**src/hdl/irqt_pkg.sv**
```systemverilog
package irqt_pkg;

  localparam int PIX_W = 24;
  localparam int CNT_W = 13;
  localparam int DIM_W = 7;
  localparam int TOT_W = 2 * DIM_W;
  localparam int ANG_W = 10;

  localparam logic CMD_LOAD  = 1'b0;
  localparam logic CMD_FETCH = 1'b1;

  localparam logic [1:0] ST_OK       = 2'd0;
  localparam logic [1:0] ST_ANGLE    = 2'd1;
  localparam logic [1:0] ST_SHAPE    = 2'd2;
  localparam logic [1:0] ST_OVERFLOW = 2'd3;

  localparam logic [1:0] REG_ANGLE = 2'd0;
  localparam logic [1:0] REG_ROWS  = 2'd1;
  localparam logic [1:0] REG_COLS  = 2'd2;
  localparam logic [1:0] REG_WHOLE = 2'd3;

  typedef struct packed {
    logic             ok;
    logic [1:0]       turns;
  } angle_t;

  typedef struct packed {
    logic             done;
    logic [CNT_W-1:0] quot;
    logic [DIM_W-1:0] rem;
  } div_res_t;

  function automatic angle_t decode_angle(input logic signed [ANG_W-1:0] a);
    angle_t r;
    r.ok    = 1'b1;
    r.turns = 2'd0;
    priority if (a == 10'sd0 || a == 10'sd360 || a == -10'sd360) begin
      r.turns = 2'd0;
    end else if (a == 10'sd90 || a == -10'sd270) begin
      r.turns = 2'd1;
    end else if (a == 10'sd180 || a == -10'sd180) begin
      r.turns = 2'd2;
    end else if (a == 10'sd270 || a == -10'sd90) begin
      r.turns = 2'd3;
    end else begin
      r.ok = 1'b0;
    end
    return r;
  endfunction

endpackage

```
**src/hdl/irqt_div.sv**
```systemverilog
module irqt_div (
  input  logic                         clk_i,
  input  logic                         rst_ni,
  input  logic                         start_i,
  input  logic [irqt_pkg::CNT_W-1:0]   dividend_i,
  input  logic [irqt_pkg::DIM_W-1:0]   divisor_i,
  output irqt_pkg::div_res_t           res_o
);

  localparam int CW = irqt_pkg::CNT_W;
  localparam int DW = irqt_pkg::DIM_W;
  localparam int SW = $clog2(CW);

  logic          busy_q;
  logic          done_q;
  logic [SW-1:0] step_q;
  logic [CW-1:0] dvd_q;
  logic [CW-1:0] quot_q;
  logic [DW-1:0] rem_q;
  logic [DW-1:0] dsr_q;

  logic [DW:0]   trial;
  logic          ge;
  logic [DW-1:0] rem_d;

  assign trial = {rem_q, dvd_q[CW-1]};
  assign ge    = trial >= {1'b0, dsr_q};
  assign rem_d = ge ? DW'(trial - {1'b0, dsr_q}) : trial[DW-1:0];

  always_ff @(posedge clk_i or negedge rst_ni) begin
    if (!rst_ni) begin
      busy_q <= 1'b0;
      done_q <= 1'b0;
      step_q <= '0;
    end else begin
      done_q <= 1'b0;
      if (start_i) begin
        busy_q <= 1'b1;
        step_q <= '0;
      end else if (busy_q) begin
        step_q <= step_q + 1'b1;
        if (step_q == SW'(CW - 1)) begin
          busy_q <= 1'b0;
          done_q <= 1'b1;
        end
      end
    end
  end

  always_ff @(posedge clk_i) begin
    if (start_i) begin
      dvd_q  <= dividend_i;
      dsr_q  <= divisor_i;
      rem_q  <= '0;
      quot_q <= '0;
    end else if (busy_q) begin
      dvd_q  <= {dvd_q[CW-2:0], 1'b0};
      rem_q  <= rem_d;
      quot_q <= {quot_q[CW-2:0], ge};
    end
  end

  assign res_o.done = done_q;
  assign res_o.quot = quot_q;
  assign res_o.rem  = rem_q;

endmodule

```
**config.mk**
```make
export PLATFORM = sky130hd
export DESIGN_NAME = irqt_div
export DESIGN_NICKNAME = d
export VERILOG_FILES = /design/src/hdl/irqt_pkg.sv /design/src/hdl/irqt_div.sv
export SDC_FILE = /design/constraint.sdc
export NUM_CORES = 1
export LEC_CHECK = 0
export ABC_AREA = 1
export BUFFER_PORTS_ARGS = -buffer_cell sky130_fd_sc_hd__buf_2
export CAP_MARGIN = 20
export CORE_MARGIN = 1.5
export CORE_UTILIZATION = 29
export DETAILED_ROUTE_END_ITERATION = 8
export GPL_TIMING_DRIVEN = 0
export HOLD_SLACK_MARGIN = 0.05
export PLACE_DENSITY_LB_ADDON = 0.12
export SYNTH_ARGS = -nofsm -noshare
export SYNTH_HDL_FRONTEND = slang
export SYNTH_SLANG_ARGS = --single-unit
```
**constraint.sdc**
```tcl
create_clock -name clk_i -period 4.3 [get_ports clk_i]
set_clock_uncertainty 0.05 [all_clocks]
set_input_delay 0.43 -clock clk_i [delete_from_list [all_inputs] [get_ports clk_i]]
set_output_delay 0.43 -clock clk_i [all_outputs]
set_load 0.02 [all_outputs]
```
# Word-level counts from Yosys, hierarchy flattened

Cells that the tools add are included.

Input port bits: 23
Logic and storage cells: 23
Bits in registers: 46

Order comparisons: 1
Multiplexer cells: 11
Reductions and logical operators: 1
Eq/ne operators: 1
$add $sub $neg: 2

Operators with widths:

| operator                                                      | number |
|---|---|
| 13-bit 2-to-1 mux                                             | 2 |
| 8-bit by 7-bit greater-or-equal comparator with 1-bit output  | 1 |
| 4-bit 2-to-1 mux                                              | 2 |
| 7-bit 2-to-1 mux                                              | 1 |
| 7-bit subtractor                                              | 1 |
| 1-bit 2-to-1 mux                                              | 6 |
| 4-bit by 1-bit adder with 4-bit output, second input constant | 1 |
| 4-bit equality test, second input constant                    | 1 |
| 2-bit nonzero test                                            | 1 |

# Depth between registers and ports, before layout

Gate-level depths: netlist of the first run.

Depth in word-level cells: 4
Mapped depth: 14
Depth with buffers taken out: 14

# Least setup slack after synthesis of the first run

Ideal clock, no wire load.

Kind: register -> register
From: register rem_q[0]
To: register rem_q[5]
Path buffers: 0
Library setup time: 113 ps
Cell stages (with the launch flop): 13
Arrival time: 1689 ps
Setup slack: 2448 ps
Path through: dfxtp_1 inv_1 fa_1 inv_1 nand2_1 nand2_2 nand2_2 nand2_2 nand2_4 nand2_4 nand3_1 nand3_1 nand2_1

Cells in the longest elaborated chain, start to end: 2
Elaborated cells between the ends (all ways): 3

Ends and longest elaborated chain:

| what                                                                                                    | RTL line                       | RTL |
|---|---|---|
| start, declared                                                                                         | irqt_div.sv:19                 | `logic [DW-1:0] rem_q;` |
| start signal, assigned                                                                                  | irqt_div.sv:58                 | `rem_q <= rem_d;` |
| 7-bit subtractor / 8-bit by 7-bit greater-or-equal comparator with 1-bit output (equally long branches) | irqt_div.sv:28, irqt_div.sv:27 |  |
| 7-bit 2-to-1 mux (*)                                                                                    | irqt_div.sv:28                 | `assign rem_d = ge ? DW'(trial - {1'b0, dsr_q}) : trial[DW-1:0];` |

Mark *: on every way between the ends. The rest lies on a longest branch, timed or not.
A chain may end at the register's enable or synchronous reset.

# Worst setup path after layout of the first run

From: register dvd_q[12]
To: register rem_q[5]

Cells in the longest elaborated chain, start to end: 2
Elaborated cells between the ends (all ways): 3

Ends and longest elaborated chain:

| what                                                                                                    | RTL line                       | RTL |
|---|---|---|
| start, declared                                                                                         | irqt_div.sv:17                 | `logic [CW-1:0] dvd_q;` |
| start signal, assigned                                                                                  | irqt_div.sv:52                 | `dvd_q <= dividend_i;` |
| start signal, assigned                                                                                  | irqt_div.sv:57                 | `dvd_q <= {dvd_q[CW-2:0], 1'b0};` |
| 7-bit subtractor / 8-bit by 7-bit greater-or-equal comparator with 1-bit output (equally long branches) | irqt_div.sv:28, irqt_div.sv:27 |  |
| 7-bit 2-to-1 mux (*)                                                                                    | irqt_div.sv:28                 |  |

Marked as above.

==> results of run 1 <==
per-layer routing:
layer  wire length [um]  vias to the layer above  global-route usage
met1               2200                      755               0.153
met3                197                        5              0.0295
li1                   -                      919                   -
met2               2130                       40               0.205
met4                 68                        0              0.0516
met5                  0                        -                   0
area by class of cell:
type	instances	area, um2	share of cell area
well taps	99	124	0.0463
repair buffers	44	225	0.0842
flip-flops and latches	46	1150	0.430
multi-input cells	162	862	0.322
clock inverters	2	36.3	0.0136
clock buffers	6	72.6	0.0271
plain buffers	7	47.5	0.0178
inverters	41	156	0.0585
cell usage after synthesis (all sizes together):
cell	instances
o211ai	1
clkinv	1
nor3	3
nand2	89
dfxtp	20
buf	5
nand3	15
clkbuf	2
nand4	1
o21ai	6
fa	1
o22ai	10
inv	40
xor2	1
or2	3
nor2	16
edfxtp	20
dfrtp	6
a21oi	7
ha	9
power by group through the flow:
| stage | Sequential, mW | Combinational [mW] | Clock, mW |
|---|---|---|---|
| after floorplan | 0.591 | 0.324 | 0 |
| after global placement | 0.563 | 0.468 | 0 |
| after detailed placement | 0.564 | 0.468 | 0 |
| after CTS | 0.555 | 0.471 | 0.341 |
| after global routing | 0.562 | 0.538 | 0.361 |
| final | 0.554 | 0.466 | 0.326 |
critical path, stage by stage (launching register included):
cell	delay, ns
edfxtp_1	0.34
inv_1	0.07
ha_1	0.23
fa_1	0.41
inv_1	0.09
nand2_1	0.06
nand2_2	0.09
nand2_2	0.05
nand2_2	0.07
nand2_4	0.06
nand2_4	0.14
nand3_1	0.10
nand3_1	0.08
nand2_1	0.05
registers in the layout, summed over array words and instances (netlist names):
name / flops
quot_q: 13
dsr_q: 7
step_q: 4
dvd_q: 13
rem_q: 7
busy_q: 1
done_q: 1
final timing paths:
path | start | to | slack [ns] | depth (start not counted)
setup / recovery | dvd_q[12] | rem_q[5] | 2.33 | 13
hold / removal | divisor_i[0] | dsr_q[0] | 0.25 | 1
setup reg to reg | dvd_q[12] | rem_q[5] | 2.33 | 13
hold reg to reg | quot_q[12] | quot_q[12] | 0.41 | 2
max in group asynchronous | rst_ni | step_q[1] | 3.64 | 2
min in group asynchronous | rst_ni | done_q | 0.42 | 2
metrics by stage:
step / utilization / area [um2] / setup slack, ns / hold slack [ns] / cells
2_1_floorplan: - / 2220 / 2.45 / 0.0844 / 256
5_1_grt: 0.365 / 2680 / 2.19 / 0.236 / 407
4_1_cts: 0.365 / 2680 / 2.32 / 0.239 / 407
6_report: 0.365 / 2680 / 2.33 / 0.251 / 407
3_5_place_dp: 0.349 / 2560 / 2.34 / 0.212 / 398
3_3_place_gp: 0.349 / 2560 / 2.35 / 0.215 / 398
layout by cell type, fill, tap and decap left out, types with 2 or more instances in the layout:
cell type | netlist | layout
nand2_1 | 81 | 81
buf_2 | 3 | 46
inv_1 | 39 | 39
edfxtp_1 | 20 | 20
dfxtp_1 | 20 | 20
nand3_1 | 13 | 13
nor2_1 | 13 | 13
o22ai_1 | 10 | 10
ha_1 | 9 | 9
a21oi_1 | 7 | 7
clkbuf_8 | 1 | 6
nand2_2 | 6 | 6
dfrtp_1 | 6 | 6
o21ai_0 | 5 | 5
nor2_4 | 3 | 3
clkbuf_1 | 1 | 2
buf_4 | 2 | 2
nor3_1 | 2 | 2
nand3_2 | 2 | 2
nand2_4 | 2 | 2
inv_4 | 1 | 2
logic make-up (layout without fill, tap and decap cells):
| family | count (synthesis) | after routing |
|---|---|---|
| flip-flops | 46 | 46 |
| adder cells (fa/ha/maj) | 10 | 10 |
| buffers and inverters | 48 | 100 |
| XOR/XNOR | 1 | 1 |
| AND/OR/NAND/NOR | 127 | 127 |
| AO/OA/AOI/OAI | 24 | 24 |
==> metrics.md, run 1 <==
| Metric | Value |
|---|---|
| Final TNS setup | 0 ns |
| CP Capture Type | register |
| Sw Ratio | 0.362 |
| WS Path Type | reg -> reg |
| Cell Area, Synth | 2220 um2 |
| Worst setup SP type | register |
| Synth warnings | 0 |
| Worst EP arrival | 2.12 ns |
| Switching power | 0.487 mW |
| Post-route DRC violation count | 0 |
| RSZ-0062 raised after global routing | false |
| Final HPWL DP | 3.41 mm |
| Syn_area_per_cell | 8.66 um2 |
| Syn_nets | 289 |
| Register area share after synthesis | 0.519 |
| Area share of fa/ha/maj cells after synthesis | 0.0598 |
| Pwr Density | 503 nW/um2 |
| Via count | 1719 |
| H-tree Lvls | 2 |
| Top cell type's share of synthesized area | 0.271 |
| Clock tree buffer depth | 2 |
| First-pass GRT wire length | 7.90 mm |
| Post-cts sizing count | 0 |
| Synth Area in Compound Gates | 0.0609 |
| Final setup fails | 0 |
| Vert. Die Dim | 90.4 um |
| Min Tclk post-route | 1.97 ns |
| Sink Count | 46 |
| Max Fclk | 507 MHz |
| Tot Pwr | 1.35 mW |
| Final Max Slew Viols | 0 |
| Synth Area in XOR/XNOR | 0.00395 |
| Fin. Hold Viols | 0 |
| Port Buffers | 43 |
| Int Pwr | 0.859 mW |
| Multiplexer share of the synthesized area | 0 |
| Initial drt markers | 95 |
| CTS tree | done |
| Cell taking the most area after synthesis | edfxtp_1 |
| Status | complete, no violations |
| Main combinational cell family by area after synthesis | simple AND/OR/NAND/NOR gates |
| Initial antenna violation count | 0 |
| I/O Pins | 44 |
| Routed WL | 4.60 mm |
| Core area | 7330 um2 |
| CTS Buf Count | 5 |
| Max cap viols | 0 |
| Area grow syn2layout | 20.7% |
| Total GRT Usage | 0.123 |
| Routed WL per cell | 11.3 um |
| Slew margin rel. | 0.692 |
| Post-Synth Simple-Gate Area | 0.264 |
| Hold WC Path Type | in -> reg |
| CTS hold repair buffers | 1 |
| Clock slew at reported path FFs | 0.09 ns |
| Final layout net count | 340 |
| Synthesized instance count | 256 |
| Worst vdd ir | 0.000148 V |
| Total grt overflow | 0 |
| Clock root buffer | clkbuf_8 |
| #FFs+latches synth | 46 |
| Rows | 31 |
| Top cells by area, synth | edfxtp_1 27%, dfxtp_1 18%, nand2_1 14%, dfrtp_1 6.8%, inv_1 6.6% |
| Worst slew pin tran | 0.462 ns |
| Flop pwr share | 0.411 |
| TritonRoute pass-1 iters | 4 |
| Setup bufs post-CTS | 0 |
| Proportion of layout cells with a drive suffix above 1 | 0.237 |
| Number of global-route vias before repair | 1709 |
| Final Wtd Congestion | 0.836 |
| Final ANT Viol Nets | 0 |
| Die width | 90.4 um |
| Post-DR vias/cell | 4.22 |
| Combinational power share | 0.346 |
| Die area | 8180 um2 |
| Tcrit/Tclk final | 0.458 |
| Clk network pwr share | 0.242 |
| Fillers | 777 |
| Worst Path Required | 4.45 ns |
| Largest net degree at the start of global routing | 23 |
| Initial core utilization | 0.302 |
| N_diodes | 0 |
| Crit-path max FO | 9 |
| Post-synthesis cell type count | 31 |
| Worst-Skew Late Latency | 0.30 ns |
| Leakage | 1.35 nW |
Note: power is estimated with default switching activity, not from simulation.
==> run 2: changes to the inputs <==
==> constraint.sdc (replaced) <==
create_clock -name clk_i -period 1.6 [get_ports clk_i]
set_clock_uncertainty 0.05 [all_clocks]
set_input_delay 0.16 -clock clk_i [delete_from_list [all_inputs] [get_ports clk_i]]
set_output_delay 0.16 -clock clk_i [all_outputs]
set_load 0.02 [all_outputs]
==> run 2 against run 1 <==
The flow now finishes with violations (setup timing). Wire length increased by 4.9%. Clock power increased by 130%. Sequential share of layout area fell by 2.2 points. Maximum frequency increased by 7.4%. Total power grew to 2.7 times the previous value. Global-route usage rose by 0.31 points. Die area is the same. Critical path type unchanged. Largest power group unchanged.
==> metrics.md, run 2 (synthesis gave the netlist of run 1 again) <==
| Metric | Value |
|---|---|
| Status | complete, but fails checks |
| Failing checks | setup timing |
| Fillers | 776 (-0.13%) |
| Commonest non-fill, non-tap cell in the layout | nand2_1 |
| Via count | 1764 (+2.6%) |
| Worst Path Required | 1.74 ns (-2.71 ns) |
| Worst slew pin tran | 0.490 ns (+0.0284 ns) |
| Final ANT Viol Nets | 0 (unchanged) |
| RSZ-0062 raised after global routing | true |
| Total GRT Usage | 0.126 (+0.00307) |
| Final TNS setup | -1.70 ns (-1.70 ns) |
| CTS tree | done |
| Final setup margin | -0.235 ns (-2.56 ns) |
| Fin util | 0.386 (+0.0213) |
| Final setup fails | 8 (+8) |
| Most frequent cells in the layout | 79 x nand2_1, 45 x buf_2, 37 x inv_1, 20 x edfxtp_1, 17 x dfxtp_1 |
| Worst setup SP type | register |
| Initial antenna violation count | 0 (unchanged) |
| Die area | 8180 um2 (unchanged) |
| CP Capture Type | register |
| I/O Pins | 44 (unchanged) |
| Routed WL per cell | 11.5 um (+1.9%) |
| N_diodes | 0 (unchanged) |
| Post-route DRC violation count | 0 (unchanged) |
| Clock tree buffer depth | 2 (unchanged) |
| Most Used Layer, Global Route | met2 |
| Clock root buffer | clkbuf_8 |
| Initial drt markers | 51 (-46%) |
| Crit-path max FO | 5 (-4) |
| Clock slew at reported path FFs | 0.09 ns (about the same) |
| Leakage | 1.40 nW (+3.9%) |
| Rows | 31 (unchanged) |
| Slew margin rel. | 0.673 (-0.0189) |
| Sink Count | 46 (unchanged) |
| WS Path Type | reg -> reg |
| Worst-Skew Late Latency | 0.30 ns (about the same) |
| Worst vdd ir | 0.000567 V (+280%) |
| Min Tclk post-route | 1.84 ns (-0.135 ns) |
| Proportion of layout cells with a drive suffix above 1 | 0.288 (+0.0505) |
| Area grow syn2layout | 27.7% |
| Worst reg2reg setup slack | -0.24 ns (-2.56 ns) |
| First-pass GRT wire length | 8.34 mm (+5.6%) |
| Final HPWL DP | 3.48 mm (+2.2%) |
| Met2 Resource Use GR | 0.207 (+0.00189) |
| TritonRoute pass-1 iters | 4 (unchanged) |
| Port Buffers | 43 (unchanged) |
| Final Wtd Congestion | 0.826 (-1.2%) |
| Max Fclk | 545 MHz (+7.4%) |
| Final layout net count | 352 (+3.5%) |
| Met3 Usage GRT | 0.0311 (+0.00168) |
| Pwr Density | 1300 nW/um2 (+160%) |
| Min Hold Slack | 0.0689 ns (-0.182 ns) |
| Final Max Slew Viols | 0 (unchanged) |
| Initial core utilization | 0.302 (unchanged) |
| Fin. Hold Viols | 0 (unchanged) |
| Total grt overflow | 0 (unchanged) |
| Post-DR vias/cell | 4.21 (-0.32%) |
| Vert. Die Dim | 90.4 um (unchanged) |
| Placed Area | 2570 um2 (+0.69%) |
| Die width | 90.4 um (unchanged) |
| Biggest regs | dvd_q (13), quot_q (13) |
| Number of global-route vias before repair | 1790 (+4.7%) |
| Core area | 7330 um2 (unchanged) |
| Routed WL | 4.82 mm (+4.9%) |
| Worst EP arrival | 1.98 ns (-0.14 ns) |
| Tcrit/Tclk final | 1.15 (+0.689) |
| M1 GR Usage | 0.164 (+0.0111) |
| CTS Buf Count | 5 (unchanged) |
| Max cap viols | 0 (unchanged) |
| Hold WC Path Type | in -> reg |
| H-tree Lvls | 2 (unchanged) |
| Pre-CTS setup slack | -0.215 ns (-2.56 ns) |
| Design area | 2830 um2 (+5.8%) |
| Largest net degree at the start of global routing | 23 (unchanged) |
==> run 2: worst paths after layout <==
check                               from  cells after the start         end
setup / recovery                dsr_q[0]                     12    rem_q[5]
hold / removal             dividend_i[0]                      3    dvd_q[0]
setup reg to reg                dsr_q[0]                     12    rem_q[5]
hold reg to reg               quot_q[12]                      2  quot_q[12]
max in group asynchronous         rst_ni                      2      busy_q
min in group asynchronous         rst_ni                      2   step_q[2]
==> run 2: metal layers <==
layer,wire [um],vias to the layer above,part of all wire
li1,-,942,-
met3,216,6,0.045
met2,2220,34,0.46
met5,0,-,0
met1,2320,782,0.48
met4,70,0,0.015
==> run 2: cell type report <==
type	instances	area (um2)	area share
Inverter	41	156	0.0552
Clock inverter	2	12.5	0.00442
Sequential cell	46	1150	0.408
Buffer	7	50.0	0.0177
Multi-Input combinational cell	163	926	0.327
Clock buffer	6	82.6	0.0292
Tap cell	99	124	0.0437
Timing Repair Buffer	55	325	0.115
==> run 2: power breakdown <==
| group | internal, mW | switching [mW] | leakage [nW] |
|---|---|---|---|
| Sequential | 1.38 | 0.116 | 0.452 |
| Combinational | 0.572 | 0.885 | 0.904 |
| Clock | 0.348 | 0.393 | 0.0472 |
| Total | 2.30 | 1.39 | 1.40 |
==> run 2: worst max-delay path, stage by stage, from the launching register on <==
cell	delay (ns)
edfxtp_1	0.42
ha_4	0.18
fa_2	0.35
inv_2	0.08
nand2_2	0.05
nand2_2	0.08
nand2_2	0.05
nand2_2	0.07
nand2_4	0.10
nand2_8	0.10
nand3_1	0.07
nand3_1	0.07
nand2_1	0.05
==> run 2: repair_timing <==
item | 4_1_cts | 5_1_grt
endpoints found under the setup margin | 8 | 30
setup buffers | 4 | 0
cloned | 1 | 0
resized for setup | 3 | 8
endpoints found under the hold margin | 13 | 0
hold buffers | 8 | 0
pin swaps | 0 | 3
==> run 2: through the flow <==
step	power (mW)	std cells
finish	3.69	419
global route	3.96	419
CTS	3.67	419
detailed placement	2.83	398
global placement	2.83	398
floorplan	2.50	256
==> run 3: changes to the inputs <==
--- a/config.mk
+++ b/config.mk
@@ -5,7 +5,7 @@
 export SDC_FILE = /design/constraint.sdc
 export NUM_CORES = 1
 export LEC_CHECK = 0
-export ABC_AREA = 1
+export ABC_AREA = 0
 export BUFFER_PORTS_ARGS = -buffer_cell sky130_fd_sc_hd__buf_2
 export CAP_MARGIN = 20
 export CORE_MARGIN = 1.5
==> run 3 against run 2 <==
The flow still finishes with violations (setup timing). Design area shrank 0.27%. Via count shrank 14%. Sequential share of layout area grew 0.15 points. Synthesized cell count shrank 28%. Setup slack lost 0.26 ns. Non-clock buffer count grew 4. Core utilization grew 0.10 points. Count of clock-buffer cells in the layout grew 1. First-iteration DRC count shrank 14%. Wire length shrank 9.5%. Critical endpoint is now rem_q[1]. Largest cell class unchanged. Largest power group unchanged.
==> metrics.md, run 3 <==
| Metric | Value |
|---|---|
| Status | complete, but fails checks |
| Failing checks | setup timing |
| Post-DR vias/cell | 4.34 (+3.0%) |
| Rows | 31 (unchanged) |
| Syn_nets | 218 (-25%) |
| CP Capture Type | register |
| Worst vdd ir | 0.000342 V (-40%) |
| FFs w/ async S/R, synth | 0.130 (unchanged) |
| Initial core utilization | 0.301 (-0.00182) |
| Final setup margin | -0.492 ns (-0.256 ns) |
| Tot Pwr | 3.63 mW (-1.7%) |
| Port Buffers | 43 (unchanged) |
| Met3 Usage GRT | 0.0330 (+0.00185) |
| Switching power | 1.23 mW (-12%) |
| Fin util | 0.387 (+0.00102) |
| Worst EP arrival | 2.28 ns (+0.30 ns) |
| Max cap viols | 0 (unchanged) |
| Post-synth top flop | edfxtp_1 |
| Hold wc startpoint | dividend_i[12] |
| Sw Ratio | 0.338 (-0.0397) |
| Min Hold Slack | 0.0879 ns (+0.0190 ns) |
| Final Wtd Congestion | 0.691 (-16%) |
| Slew margin rel. | 0.645 (-0.0278) |
| RSZ-0062 raised after global routing | true |
| CTS Buf Count | 5 (unchanged) |
| Sink Count | 46 (unchanged) |
| Worst Path Required | 1.79 ns (+0.05 ns) |
| Post-synthesis cell type count | 43 (+39%) |
| WS Path Type | reg -> reg |
| Routed WL per cell | 12.5 um (+8.7%) |
| Int Pwr | 2.40 mW (+4.6%) |
| Biggest regs | dvd_q (13), quot_q (13) |
| Die width | 89.9 um (-0.55%) |
| Worst-Skew Late Latency | 0.30 ns (about the same) |
| N_diodes | 0 (unchanged) |
| Max stage delay on crit path | 0.39 ns (-0.03 ns) |
| Clk network pwr share | 0.195 (-0.006) |
| Buf/Inv on CP | 1 (unchanged) |
| Worst setup SP type | register |
| Final layout net count | 282 (-20%) |
| Total grt overflow | 0 (unchanged) |
| Met2 Resource Use GR | 0.172 (-0.0347) |
| Initial antenna violation count | 0 (unchanged) |
| Final setup fails | 8 (unchanged) |
| Largest net degree at the start of global routing | 15 (-35%) |
| Max Fclk | 478 MHz (-12%) |
| Via count | 1513 (-14%) |
| Cell Area, Synth | 2190 um2 (-1.1%) |
| Synthesized instance count | 185 (-28%) |
| Final HPWL DP | 3.06 mm (-12%) |
| Number of global-route vias before repair | 1523 (-15%) |
| I/O Pins | 44 (unchanged) |
| Most Used Layer, Global Route | met2 |
| Clock root buffer | clkbuf_8 |
| Core area | 7290 um2 (-0.53%) |
| Tcrit/Tclk final | 1.31 (+0.160) |
| Min Tclk post-route | 2.09 ns (+0.256 ns) |
| Cells along the critical path | ha_2 -> fa_2 -> nand2b_4 -> o2bb2ai_4 -> o211ai_4 -> buf_12 -> mux2_4 -> o21ai_2 |
| Register area share after synthesis | 0.525 (+0.00593) |
| EDFF count, synth | 20 (unchanged) |
| CTS tree | done |
| Proportion of layout cells with a drive suffix above 1 | 0.372 (+0.0845) |
| Routed WL | 4.37 mm (-9.5%) |
| Leakage | 1.30 nW (-7.6%) |
| Most frequent cells in the layout | 45 x buf_2, 23 x nor2_1, 20 x edfxtp_1, 18 x dfxtp_1, 17 x mux2i_1 |
| H-tree Lvls | 2 (unchanged) |
| M1 GR Usage | 0.162 (-0.00164) |
| Pwr Density | 1290 nW/um2 (-1.4%) |
| Clock slew at reported path FFs | 0.09 ns (about the same) |
| Flop pwr share | 0.410 (+0.005) |
| First-pass GRT wire length | 7.45 mm (-11%) |
| Top cells by area, synth | edfxtp_1 27%, dfxtp_1 18%, mux2i_1 7.8%, dfrtp_1 6.8%, ha_1 5.1% |
| Top cell type's share of synthesized area | 0.274 (+0.00309) |
| Clock tree buffer depth | 2 (unchanged) |
| Hold WC Path Type | in -> reg |
| Final Max Slew Viols | 0 (unchanged) |
| CP delay by family, top | adder cells |
| Crit-path max FO | 5 (unchanged) |
| Synth cell count leaders | 24 x nor2_1, 20 x dfxtp_1, 20 x edfxtp_1 |
| Die area | 8090 um2 (-1.1%) |
| Commonest non-fill, non-tap cell in the layout | buf_2 |
| Vert. Die Dim | 89.9 um (-0.55%) |
| Combinational power share | 0.395 (about the same) |
| Slowest cell on the critical path | edfxtp_1 |
| Cell taking the most area after synthesis | edfxtp_1 |
| Critical Path Start | dsr_q[0] |
| Initial drt markers | 44 (-14%) |
| Fin. Hold Viols | 0 (unchanged) |
| Area grow syn2layout | 28.8% |
| TritonRoute pass-1 iters | 4 (unchanged) |
| Post-route DRC violation count | 0 (unchanged) |
| Worst slew pin tran | 0.532 ns (+0.0417 ns) |
| #FFs+latches synth | 46 (unchanged) |
| Reg-to-reg startpoint | dsr_q[0] |
| Total GRT Usage | 0.116 (-0.0108) |
| Syn_area_per_cell | 11.8 um2 (+37%) |
| Final ANT Viol Nets | 0 (unchanged) |
| Most frequent cell after synthesis | nor2_1 |
| Worst reg2reg setup slack | -0.49 ns (-0.26 ns) |
| Synth warnings | 0 (unchanged) |
[run 3: changes by cell type in the layout (fill, tap and decap cells not counted), moves of 4 or more]
| cell | before | now |
|---|---|---|
| mux2_2 | 0 | 10 |
| mux2i_1 | 0 | 17 |
| o22ai_1 | 10 | 0 |
| nand2_1 | 79 | 6 |
| nor2_1 | 12 | 23 |
| clkbuf_1 | 1 | 5 |
| inv_1 | 37 | 13 |
| nand3_1 | 11 | 1 |
| nand2_2 | 8 | 0 |
[run 3: layout make-up]
type	instances	area, um2
inverters	15	56.3
clock inverters	1	6.26
plain buffers	9	43.8
flip-flops and latches	46	1160
multi-input cells	115	1000
fillers	778	4470
repair buffers	57	360
well taps	99	124
clock buffers	7	76.3
[run 3: worst paths after layout]
check	endpoint	cells past startpoint
min reg2reg	rem_q[4]	2
max reg2reg	rem_q[1]	8
max in group asynchronous	busy_q	2
min	dvd_q[12]	2
max	rem_q[1]	8
min in group asynchronous	step_q[0]	2
[run 3: per-stage QoR]
| step | setup TNS, ns | instance area [um2] | std cells | setup WS [ns] |
|---|---|---|---|---|
| final | -3.39 | 2820 | 349 | -0.492 |
| after global routing | -4.16 | 2820 | 349 | -0.584 |
| after CTS | -3.30 | 2800 | 348 | -0.495 |
| after detailed placement | -11.79 | 2570 | 327 | -0.604 |
| after global placement | -12.22 | 2570 | 327 | -0.610 |
| after floorplan | -2.72 | 2230 | 185 | -0.436 |
[run 3: power by group through the flow]
| stage | registers [mW] | logic, mW | clock network, mW |
|---|---|---|---|
| after global placement | 1.52 | 1.22 | 0 |
| after CTS | 1.49 | 1.41 | 0.741 |
| after floorplan | 1.59 | 0.849 | 0 |
| final | 1.49 | 1.43 | 0.708 |
| after detailed placement | 1.51 | 1.23 | 0 |
| after global routing | 1.51 | 1.58 | 0.788 |
[run 3: cells by family (layout without fill, tap and decap cells)]
logic type | count (synthesis) | after routing | share of synthesized area
flip-flops | 46 | 46 | 0.525
adder cells (fa/ha/maj) | 10 | 10 | 0.0605
multiplexers | 31 | 31 | 0.153
XOR/XNOR | 6 | 6 | 0.0240
AND/OR/NAND/NOR | 46 | 46 | 0.103
AO/OA/AOI/OAI | 22 | 22 | 0.0908
buffers and inverters | 24 | 89 | 0.0439
[run 3: repair_timing]
action | CTS | global route
hold endpoints to repair | 13 | 0
gates resized for setup | 6 | 7
endpoints found under the setup margin | 30 | 41
hold buffers | 8 | 0
pin swaps | 1 | 2
setup buffers | 5 | 1
[run 3: layer usage]
metal | vias to the layer above | part of all wire
met3 | 6 | 0.043
met5 | - | 0
met1 | 709 | 0.52
met4 | 0 | 0.012
li1 | 772 | -
met2 | 26 | 0.43
